`config.mk`:
```
export PLATFORM = sky130hd
export DESIGN_NAME = zero_order_hold_resampler
export DESIGN_NICKNAME = d
export VERILOG_FILES = /design/src/hw/rtl/zohr_pkg.sv /design/src/hw/rtl/zohr_front.sv /design/src/hw/rtl/zohr_queue.sv /design/src/hw/rtl/zohr_back.sv /design/src/hw/rtl/zero_order_hold_resampler.sv
export SDC_FILE = /design/constraint.sdc
export NUM_CORES = 1
export LEC_CHECK = 0
export BUFFER_PORTS_ARGS = -buffer_cell sky130_fd_sc_hd__buf_2
export CORE_AREA = 2 2 126 128
export CTS_BUF_LIST = sky130_fd_sc_hd__clkbuf_16
export DETAILED_ROUTE_END_ITERATION = 6
export DIE_AREA = 0 0 128 130
export PLACE_DENSITY = 0.84
export SYNTH_ARGS = -nofsm -noshare
export SYNTH_HDL_FRONTEND = slang
export SYNTH_HIERARCHICAL = 1
export SYNTH_SLANG_ARGS = --single-unit
```
`constraint.sdc`:
```
create_clock -name clk -period 8.8 [get_ports clk]
set_input_delay 0.44 -clock clk [delete_from_list [all_inputs] [get_ports clk]]
set_output_delay 0.44 -clock clk [all_outputs]
set_load 0.02 [all_outputs]
```
`src/hw/rtl/zohr_pkg.sv`:
```
`default_nettype none

package zohr_pkg;

    // sample and rate widths
    localparam int SAMPLE_W = 16;
    localparam int RATE_W   = 18;
    localparam int ACC_W    = RATE_W + 1;
    localparam int CFG_W    = RATE_W;

    // converter defaults
    localparam int OUTPUT_RATE_DEF = 44100;
    localparam int MAX_PAIRS       = 6;
    localparam int CNT_W           = $clog2(MAX_PAIRS + 1);
    localparam int QUEUE_DEPTH     = 2;

    // register indexes
    localparam logic [1:0] REG_NATIVE_RATE = 2'd0;
    localparam logic [1:0] REG_STEREO      = 2'd1;
    localparam logic [1:0] REG_EIGHT_BIT   = 2'd2;

    localparam logic [RATE_W-1:0] NATIVE_RATE_RST = RATE_W'(44100);

    typedef struct packed {
        logic [RATE_W-1:0] native_rate;
        logic              stereo_input;
        logic              eight_bit_input;
    } cfg_t;

    typedef struct packed {
        logic signed [SAMPLE_W-1:0] left;
        logic signed [SAMPLE_W-1:0] right;
    } pair_t;

    typedef struct packed {
        logic             run;
        logic [CNT_W-1:0] count;
    } back_status_t;

    typedef enum logic {
        BACK_IDLE,
        BACK_RUN
    } back_state_t;

endpackage

`default_nettype wire

```
`src/hw/rtl/zohr_front.sv`:
```
`default_nettype none

module zohr_front (
    input  wire  zohr_pkg::cfg_t                  cfg,
    input  wire  logic                            in_valid,
    output logic                                  in_stall,
    input  wire  logic [zohr_pkg::SAMPLE_W-1:0]   first_sample,
    input  wire  logic [zohr_pkg::SAMPLE_W-1:0]   second_sample,
    input  wire  logic                            q_full,
    output logic                                  q_push,
    output zohr_pkg::pair_t                       q_data
);

    logic [zohr_pkg::SAMPLE_W-1:0] left_wide;
    logic [zohr_pkg::SAMPLE_W-1:0] right_wide;

    // unsigned 8-bit becomes (u - 128) << 8, 16-bit passes as is
    always_comb
    begin
        if (cfg.eight_bit_input)
        begin
            left_wide  = {~first_sample[7], first_sample[6:0], 8'h00};
            right_wide = {~second_sample[7], second_sample[6:0], 8'h00};
        end
        else
        begin
            left_wide  = first_sample;
            right_wide = second_sample;
        end
    end

    // mono copies the first channel to both sides
    always_comb
    begin
        q_data.left  = $signed(left_wide);
        q_data.right = cfg.stereo_input ? $signed(right_wide) : $signed(left_wide);
    end

    // request goes into the queue whenever there is room
    assign in_stall = q_full;
    assign q_push   = in_valid && !q_full;

endmodule

`default_nettype wire

```
`src/hw/rtl/zohr_queue.sv`:
```
`default_nettype none

module zohr_queue #(
    parameter int DEPTH = zohr_pkg::QUEUE_DEPTH
) (
    input  wire  logic             clk,
    input  wire  logic             rst_n,
    input  wire  logic             push,
    input  wire  zohr_pkg::pair_t  push_data,
    input  wire  logic             pop,
    output zohr_pkg::pair_t        pop_data,
    output logic                   full,
    output logic                   empty
);

    localparam int PTR_W = (DEPTH > 1) ? $clog2(DEPTH) : 1;
    localparam int CNT_W = $clog2(DEPTH + 1);

    zohr_pkg::pair_t    mem_reg [DEPTH];
    logic [PTR_W-1:0]   wr_ptr_reg, wr_ptr_next;
    logic [PTR_W-1:0]   rd_ptr_reg, rd_ptr_next;
    logic [CNT_W-1:0]   count_reg, count_next;
    logic               do_push;
    logic               do_pop;

    assign full     = (count_reg == CNT_W'(DEPTH));
    assign empty    = (count_reg == '0);
    assign do_push  = push && !full;
    assign do_pop   = pop && !empty;
    assign pop_data = mem_reg[rd_ptr_reg];

    // pointer and fill count update
    always_comb
    begin
        wr_ptr_next = wr_ptr_reg;
        rd_ptr_next = rd_ptr_reg;
        count_next  = count_reg;
        if (do_push)
        begin
            wr_ptr_next = (wr_ptr_reg == PTR_W'(DEPTH - 1)) ? '0 : wr_ptr_reg + 1'b1;
        end
        if (do_pop)
        begin
            rd_ptr_next = (rd_ptr_reg == PTR_W'(DEPTH - 1)) ? '0 : rd_ptr_reg + 1'b1;
        end
        if (do_push && !do_pop)
        begin
            count_next = count_reg + 1'b1;
        end
        else if (do_pop && !do_push)
        begin
            count_next = count_reg - 1'b1;
        end
    end

    always_ff @(posedge clk or negedge rst_n)
    begin
        if (!rst_n)
        begin
            wr_ptr_reg <= '0;
            rd_ptr_reg <= '0;
            count_reg  <= '0;
        end
        else
        begin
            wr_ptr_reg <= wr_ptr_next;
            rd_ptr_reg <= rd_ptr_next;
            count_reg  <= count_next;
        end
    end

    // storage
    always_ff @(posedge clk)
    begin
        if (do_push)
        begin
            mem_reg[wr_ptr_reg] <= push_data;
        end
    end

endmodule

`default_nettype wire

```
`src/hw/rtl/zohr_back.sv`:
```
`default_nettype none

module zohr_back #(
    parameter int OUTPUT_RATE = zohr_pkg::OUTPUT_RATE_DEF
) (
    input  wire  logic                                  clk,
    input  wire  logic                                  rst_n,
    input  wire  logic [zohr_pkg::RATE_W-1:0]           native_rate,
    input  wire  logic                                  q_empty,
    input  wire  zohr_pkg::pair_t                       q_data,
    output logic                                        q_pop,
    output logic                                        out_valid,
    input  wire  logic                                  out_stall,
    output logic signed [zohr_pkg::SAMPLE_W-1:0]        left_out,
    output logic signed [zohr_pkg::SAMPLE_W-1:0]        right_out,
    output logic                                        last_of_run,
    output zohr_pkg::back_status_t                      status
);

    localparam logic [zohr_pkg::ACC_W-1:0] STEP = zohr_pkg::ACC_W'(OUTPUT_RATE);

    zohr_pkg::back_state_t              state_reg, state_next;
    logic [zohr_pkg::ACC_W-1:0]         acc_reg, acc_next;
    logic [zohr_pkg::RATE_W-1:0]        phase_reg, phase_next;
    logic [zohr_pkg::CNT_W-1:0]         cnt_reg, cnt_next;
    zohr_pkg::pair_t                    pair_reg, pair_next;
    logic                               out_valid_reg, out_valid_next;
    zohr_pkg::pair_t                    out_pair_reg, out_pair_next;
    logic                               out_last_reg, out_last_next;

    logic [zohr_pkg::ACC_W-1:0]         rate_wide;
    logic [zohr_pkg::ACC_W-1:0]         diff;
    logic                               emit_ok;
    logic                               is_last;
    logic                               out_free;

    assign rate_wide = {1'b0, native_rate};
    assign diff      = acc_reg - rate_wide;
    assign emit_ok   = acc_reg > rate_wide;
    assign is_last   = (diff <= rate_wide) ||
                       (cnt_reg == zohr_pkg::CNT_W'(zohr_pkg::MAX_PAIRS - 1));
    assign out_free  = !out_valid_reg || !out_stall;

    function automatic logic [zohr_pkg::RATE_W-1:0] saturate(
        input logic [zohr_pkg::ACC_W-1:0] v
    );
        saturate = v[zohr_pkg::ACC_W-1] ? '1 : v[zohr_pkg::RATE_W-1:0];
    endfunction

    // sequencer: one pair per cycle while the accumulator exceeds the native rate and the output is not stalled
    always_comb
    begin
        state_next     = state_reg;
        acc_next       = acc_reg;
        phase_next     = phase_reg;
        cnt_next       = cnt_reg;
        pair_next      = pair_reg;
        out_pair_next  = out_pair_reg;
        out_last_next  = out_last_reg;
        out_valid_next = out_valid_reg && out_stall;
        q_pop          = 1'b0;
        case (state_reg)
            zohr_pkg::BACK_IDLE:
            begin
                if (!q_empty)
                begin
                    q_pop      = 1'b1;
                    pair_next  = q_data;
                    acc_next   = {1'b0, phase_reg} + STEP;
                    cnt_next   = '0;
                    state_next = zohr_pkg::BACK_RUN;
                end
            end
            zohr_pkg::BACK_RUN:
            begin
                if (!emit_ok)
                begin
                    phase_next = saturate(acc_reg);
                    state_next = zohr_pkg::BACK_IDLE;
                end
                else if (out_free)
                begin
                    out_valid_next = 1'b1;
                    out_pair_next  = pair_reg;
                    out_last_next  = is_last;
                    acc_next       = diff;
                    cnt_next       = cnt_reg + 1'b1;
                    if (is_last)
                    begin
                        phase_next = saturate(diff);
                        state_next = zohr_pkg::BACK_IDLE;
                    end
                end
            end
            default:
            begin
                state_next = zohr_pkg::BACK_IDLE;
            end
        endcase
    end

    always_ff @(posedge clk or negedge rst_n)
    begin
        if (!rst_n)
        begin
            state_reg     <= zohr_pkg::BACK_IDLE;
            phase_reg     <= '0;
            cnt_reg       <= '0;
            out_valid_reg <= 1'b0;
        end
        else
        begin
            state_reg     <= state_next;
            phase_reg     <= phase_next;
            cnt_reg       <= cnt_next;
            out_valid_reg <= out_valid_next;
        end
    end

    // datapath registers
    always_ff @(posedge clk)
    begin
        acc_reg      <= acc_next;
        pair_reg     <= pair_next;
        out_pair_reg <= out_pair_next;
        out_last_reg <= out_last_next;
    end

    assign out_valid    = out_valid_reg;
    assign left_out     = out_pair_reg.left;
    assign right_out    = out_pair_reg.right;
    assign last_of_run  = out_last_reg;
    assign status.run   = (state_reg == zohr_pkg::BACK_RUN);
    assign status.count = cnt_reg;

endmodule

`default_nettype wire

```
`src/hw/rtl/zero_order_hold_resampler.sv`:
```
// Zero-order-hold resampler: native audio frames in, signed 16-bit stereo pairs out.
// Input channel: in_valid / in_stall with first_sample and second_sample; one request
// is one native frame (mono or stereo, unsigned 8-bit or signed 16-bit, per the
// configuration registers). Output channel: out_valid / out_stall with left_out,
// right_out and last_of_run; a frame yields zero to six pairs, the last one marked.
// Configuration: cfg_we writes cfg_data to register cfg_index (0 native rate,
// 1 stereo input, 2 eight-bit input); write only while the block is idle.
// An accepted frame is written into the queue, popped into the back-end pair
// register while the sequencer is idle, and copied into the output register with
// each pair emitted. The back-end sequencer takes one frame at a time and emits
// one pair per cycle while the output is not stalled. A two-entry queue lets
// the front accept frames while the back-end is still emitting.
// Reset clears the phase register, the queue and the output valid flag and loads
// the default configuration (44100 Hz, stereo, 16-bit).
// When the receiver stalls, the output pair holds, the back-end waits, the queue
// fills and in_stall rises; nothing is dropped.
`default_nettype none

module zero_order_hold_resampler #(
    parameter int OUTPUT_RATE = zohr_pkg::OUTPUT_RATE_DEF
) (
    input  wire  logic                                  clk,
    input  wire  logic                                  rst_n,
    input  wire  logic                                  cfg_we,
    input  wire  logic [1:0]                            cfg_index,
    input  wire  logic [zohr_pkg::CFG_W-1:0]            cfg_data,
    input  wire  logic                                  in_valid,
    output logic                                        in_stall,
    input  wire  logic [zohr_pkg::SAMPLE_W-1:0]         first_sample,
    input  wire  logic [zohr_pkg::SAMPLE_W-1:0]         second_sample,
    output logic                                        out_valid,
    input  wire  logic                                  out_stall,
    output logic signed [zohr_pkg::SAMPLE_W-1:0]        left_out,
    output logic signed [zohr_pkg::SAMPLE_W-1:0]        right_out,
    output logic                                        last_of_run
);

    zohr_pkg::cfg_t          cfg_reg, cfg_next;
    zohr_pkg::pair_t         push_data;
    zohr_pkg::pair_t         pop_data;
    zohr_pkg::back_status_t  back_status;
    logic                    q_full;
    logic                    q_empty;
    logic                    q_push;
    logic                    q_pop;

    // configuration register file
    always_comb
    begin
        cfg_next = cfg_reg;
        if (cfg_we)
        begin
            case (cfg_index)
                zohr_pkg::REG_NATIVE_RATE: cfg_next.native_rate     = cfg_data;
                zohr_pkg::REG_STEREO:      cfg_next.stereo_input    = cfg_data[0];
                zohr_pkg::REG_EIGHT_BIT:   cfg_next.eight_bit_input = cfg_data[0];
                default:                   cfg_next = cfg_reg;
            endcase
        end
    end

    always_ff @(posedge clk or negedge rst_n)
    begin
        if (!rst_n)
        begin
            cfg_reg.native_rate     <= zohr_pkg::NATIVE_RATE_RST;
            cfg_reg.stereo_input    <= 1'b1;
            cfg_reg.eight_bit_input <= 1'b0;
        end
        else
        begin
            cfg_reg <= cfg_next;
        end
    end

    // front: accept and widen frames
    zohr_front u_front (
        .cfg           (cfg_reg),
        .in_valid      (in_valid),
        .in_stall      (in_stall),
        .first_sample  (first_sample),
        .second_sample (second_sample),
        .q_full        (q_full),
        .q_push        (q_push),
        .q_data        (push_data)
    );

    // queue between front and back
    zohr_queue #(
        .DEPTH (zohr_pkg::QUEUE_DEPTH)
    ) u_queue (
        .clk       (clk),
        .rst_n     (rst_n),
        .push      (q_push),
        .push_data (push_data),
        .pop       (q_pop),
        .pop_data  (pop_data),
        .full      (q_full),
        .empty     (q_empty)
    );

    // back: phase accumulator and pair emission
    zohr_back #(
        .OUTPUT_RATE (OUTPUT_RATE)
    ) u_back (
        .clk         (clk),
        .rst_n       (rst_n),
        .native_rate (cfg_reg.native_rate),
        .q_empty     (q_empty),
        .q_data      (pop_data),
        .q_pop       (q_pop),
        .out_valid   (out_valid),
        .out_stall   (out_stall),
        .left_out    (left_out),
        .right_out   (right_out),
        .last_of_run (last_of_run),
        .status      (back_status)
    );

    // emission count never passes the per-frame cap
    a_count_cap: assert property (@(posedge clk) disable iff (!rst_n)
        back_status.run |-> (back_status.count < zohr_pkg::CNT_W'(zohr_pkg::MAX_PAIRS)))
        else $error("pair count beyond cap");

    // an accepted frame is in the queue on the next cycle
    a_push_lands: assert property (@(posedge clk) disable iff (!rst_n)
        (in_valid && !in_stall) |=> !q_empty)
        else $error("accepted frame missing from queue");

    // a pair that is not the last of its run means the back-end is still on that frame
    a_run_open: assert property (@(posedge clk) disable iff (!rst_n)
        (out_valid && !last_of_run) |-> back_status.run)
        else $error("run closed without a last pair");

endmodule

`default_nettype wire
```
# After elaboration in Yosys (flattened, before gate mapping)
# Memory sizes are Yosys's and may differ from the RTL's. A register that Yosys moved wholly into a read port is not among the register bits.
# Cells that the tools add are included.
# Widths: inputs -> output; s select.
[classes]
reduce_logical = 24
magnitude_cmp = 2
n_div = 0
shifts = 0
bitwise_logic = 4
n_mux = 31
multipliers = 0
eq_ne = 9
n_addsub = 7
[ops]
columns = ["op", "n"]
rows = [
  ["$mux 18", 5],
  ["$mux 19", 3],
  ["$mux 16", 3],
  ["$pmux 19 s2", 1],
  ["$add 18x16->19 const B", 1],
  ["$gt 19x18->1", 1],
  ["$le 19x18->1", 1],
  ["$sub 19x18->19", 1],
  ["$mux 1", 12],
  ["$ne 2x2->1 const B", 5],
  ["$mux 3", 3],
  ["$reduce_and 3->1", 3],
  ["$reduce_and 2->1", 4],
  ["$logic_and 1x1->1", 6],
  ["$logic_not 1->1", 6],
  ["$pmux 3 s2", 1],
  ["$eq 2x2->1 const B", 2],
  ["$logic_not 2->1", 2],
  ["$mux 2", 2],
  ["$not 1->1", 4],
  ["$add 3x1->3 const B", 1],
  ["$eq 3x3->1 const B", 1],
  ["$add 1x1->1 const B", 2],
  ["$add 2x1->2 const B", 1],
  ["other kinds (5)", 6],
]
[word_totals]
ramBits = 64
latchBits = 0
memories = 1
regBits = 99
out_inout_bits = 35
rom_bits = 0
in_bits = 57
[memory_table]
columns = ["name", "words", "width", "rd", "rd_clocked_by_memory_dff", "wr", "line", "source"]
rows = [
  ["u_queue.mem_reg", 2, 32, 1, 1, 1, "zohr_queue.sv:19", "zohr_pkg::pair_t mem_reg [DEPTH];"],
]

# Depth between registers and ports, before layout
[logic_depth]
ltp_word = 8
ltp_mapped = 20
mapped_depth_nobuf = 19

# Modules after synthesis
# The synthesis kept the hierarchy.
[by_module_without_submodules]
columns = ["module", "cells_each", "instances", "area_per_inst_um2", "seq_area_each_um2"]
rows = [
  ["zohr_back", 482, 1, 5615.4, 3098.0],
  ["zohr_queue", 119, 1, 2658.8, 2021.9],
  ["zero_order_hold_resampler", 45, 1, 830.8, 509.2],
  ["zohr_front", 57, 1, 475.5, 0.0],
]

# Least setup slack after synthesis
# No wires, ideal clock.
[synth_path]
path_kind = "reg-to-reg"
start = "register, netlist name cfg_reg[8]"
end = "register u_back/phase_reg[0] (netlist name)"
period_less_slack_ns = 4.163
setup_slack_ns = 4.637
path_buffers = 1
path_stages_with_launch = 18
required_ns = 8.675
arrival_time_ns = 4.038
cell_sequence = "dfstp_2 > inv_1 > ha_1 > nand4_1 > or3_1 > a21o_1 > nor4b_1 > or4b_1 > nand3_1 > ha_1 > a21o_1 > a21oi_1 > nor3b_1 > a31o_2 > a221oi_2 > nor2_4 > buf_6 > mux2_4"
[synth_via]
elab_chain_cells = 5
[synth_rtl]
columns = ["item", "line", "source"]
rows = [
  ["$sub 19x18->19", "zohr_back.sv:38", "assign diff = acc_reg - rate_wide;"],
  ["$le 19x18->1 or $mux 18 (tied branches)", "zohr_back.sv:40, zohr_back.sv:47", ""],
  ["$logic_or 1x1->1 or $mux 18 (tied branches)", "zohr_back.sv:40, zohr_back.sv:88", ""],
  ["$ne 2x2->1 (no source line) or $mux 18 (tied branches)", "n/a", ""],
  ["$reduce_and 3->1 (no source line) or $mux 18 (tied branches)", "n/a", ""],
  ["end signal: assignment", "zohr_back.sv:114", "phase_reg <= phase_next;"],
  ["end: declaration", "zohr_back.sv:24", "logic [zohr_pkg::RATE_W-1:0] phase_reg, phase_next;"],
]
# Parallel ways exist; a longest one is shown, timed or not. The select of a mux whose other input is x is not followed.
# A chain may end at the register's enable or synchronous reset.

# Final worst setup path
[layout_path]
start = "register, netlist name cfg_reg[8]"
end = "register u_back/phase_reg[3] (netlist name)"
[layout_via]
elab_chain_cells = 5
[layout_rtl]
columns = ["item", "line"]
rows = [
  ["$sub 19x18->19", "zohr_back.sv:38"],
  ["$le 19x18->1 or $mux 18 (tied branches)", "zohr_back.sv:40, zohr_back.sv:47"],
  ["$logic_or 1x1->1 or $mux 18 (tied branches)", "zohr_back.sv:40, zohr_back.sv:88"],
  ["$ne 2x2->1 (no source line) or $mux 18 (tied branches)", "n/a"],
  ["$reduce_and 3->1 (no source line) or $mux 18 (tied branches)", "n/a"],
]
# Parallel ways exist; a longest one is shown, timed or not. The select of a mux whose other input is x is not followed.

==> impl_metrics.ini <==
[synth]
synthCells = 702
avgSynthCellArea_sq_um = 13.6
netlist_area_sq_um = 9570
ys_warn_count = 6
syn-num-nets = 800

[cts]
clk_latency_ps = 440
post_cts_buffers = 0
cts_buffers = 17
path_clk_slew_ps = 80
cts_root_buffer = clkbuf_16
hold_buffers = 0
cts_resized = 0
cts.path.max_buffers = 2
htree_num_levels = 4
cts_sinks = 195
cts_tree = yes

[critical_path]
startpoint_type = register
r2r_start = cfg_reg[8]$_DFFE_PN1P_
reg2reg_to = u_back/phase_reg[3]$_DFFE_PN0P_
worst-setup-path-type = reg -> reg
required_ps = 9110
cp-end-kind = register
ff2ff_setup_slack_ps = 4030
ff2ff_path_depth = 16
arrival_ps = 5090
crit_fanout = 18

[timing]
worst_slew_margin_rel = 0.296
fin_tns_setup_ps = 0
rsz0062_at_grt = no
fin_crit_ps = 4770
slew_viol_final = 0
tightest_slew_ps = 1060
fmax_mhz = 210
finalSetupViolCount = 0
fin_crit_sh = 0.542
setup_slack_ps = 4030
clock_skew_ps = 16.9
hold_viol_final = 0

[floorplan]
rows = 46
die_y_microns = 130
die_area_sq_um = 16600
core_area_sq_um = 15400
die_w_microns = 128
ios = 92
initial_core_util = 0.621

[layout]
largest_register_ff_count = 64
areaGrowthSynthToFinish_pct = 12.2
antenna_cells = 0
final_nets = 895
drive_above_1_share = 0.284

[routing]
drc = 0
post_drt_wl_per_cell_microns = 19.1
dr.pass1.iters = 5
drtIter0Drc = 375
ant_nets = 0
routed_wl_microns = 19200
via_per_inst = 5.88
vias = 5895

[global_routing]
grt_usage = 0.241
antenna_found_initial = 0
grt_overflow = 0
grt_max_degree = 48
grt_pass1_wl_microns = 30400
grt_pass1_vias = 6034

[flow_run]
max_cap_violations = 0

[placed_design]
portBuffers = 91
pre_cts_slack_ps = 4130
post-dp-hpwl_microns = 13300
place.gp.congestion = 0.964

[min_path]
hp-class = in -> async

[outcome]
outcome = complete, no violations
==> worst max-delay path by stage <==
stage	cells past startpoint	start	endpoint
after floorplan	17	cfg_reg[8]$_DFFE_PN1P_	u_back/phase_reg[0]$_DFFE_PN0P_
after CTS	16	cfg_reg[8]$_DFFE_PN1P_	u_back/phase_reg[3]$_DFFE_PN0P_
after global routing	16	cfg_reg[8]$_DFFE_PN1P_	u_back/phase_reg[3]$_DFFE_PN0P_
after detailed placement	16	cfg_reg[8]$_DFFE_PN1P_	u_back/phase_reg[3]$_DFFE_PN0P_
after global placement	16	cfg_reg[8]$_DFFE_PN1P_	u_back/phase_reg[8]$_DFFE_PN0P_
final	16	cfg_reg[8]$_DFFE_PN1P_	u_back/phase_reg[3]$_DFFE_PN0P_
==> worst max-delay path, stage by stage, from the launching register on <==
cell and delay (ps):
dfstp_2 540, inv_1 50, ha_1 380, nand4_1 150
or3_1 380, a21o_1 220, nor4b_1 180, or4b_1 500
nand3_1 130, ha_1 260, a21o_1 180, a21oi_1 160
nor3b_1 220, a31o_2 230, a221oi_2 90, nor2_4 550
mux2_2 410
==> cell type report <==
| class | instances | area (sq um) |
|---|---|---|
| Sequential cell | 195 | 5630 |
| Fill cell | 1028 | 4680 |
| Timing Repair Buffer | 101 | 531 |
| Clock buffer | 17 | 425 |
| Multi-Input combinational cell | 433 | 3560 |
| Clock inverter | 15 | 175 |
| Tap cell | 192 | 240 |
| Inverter | 49 | 184 |
==> per-layer routing <==
layer,track usage,up-vias,part of all wire,routed length (microns)
li1,-,2763,-,-
met1,0.300,2898,0.41,7800
met2,0.416,209,0.51,9770
met3,0.0582,25,0.065,1250
met4,0.0860,0,0.017,329
met5,0,-,0,0
==> placed cells by master (no fill, tap or decap), drive strengths merged, types with 17 or more instances in the layout <==
cell type / count
a21oi: 26
a31oi: 17
buf: 101
clkbuf: 17
dfrtp: 40
edfxtp: 148
ha: 40
inv: 55
mux2: 79
mux2i: 26
nand2: 29
nor2: 56
o21ai: 29
xnor2: 22
==> stage by stage <==
step | area [sq um] | utilization | cells | hold slack (ps)
global route | 10700 | 0.696 | 1002 | 149
floorplan | 9570 | - | 702 | 144
detailed placement | 10100 | 0.657 | 970 | 405
CTS | 10700 | 0.696 | 1002 | 107
finish | 10700 | 0.696 | 1002 | 97.2
global placement | 10100 | 0.657 | 970 | 400
Power is left out: the tool's default activity adds up to more than one toggle a clock period on the data nets, which glitch-free logic cannot reach.
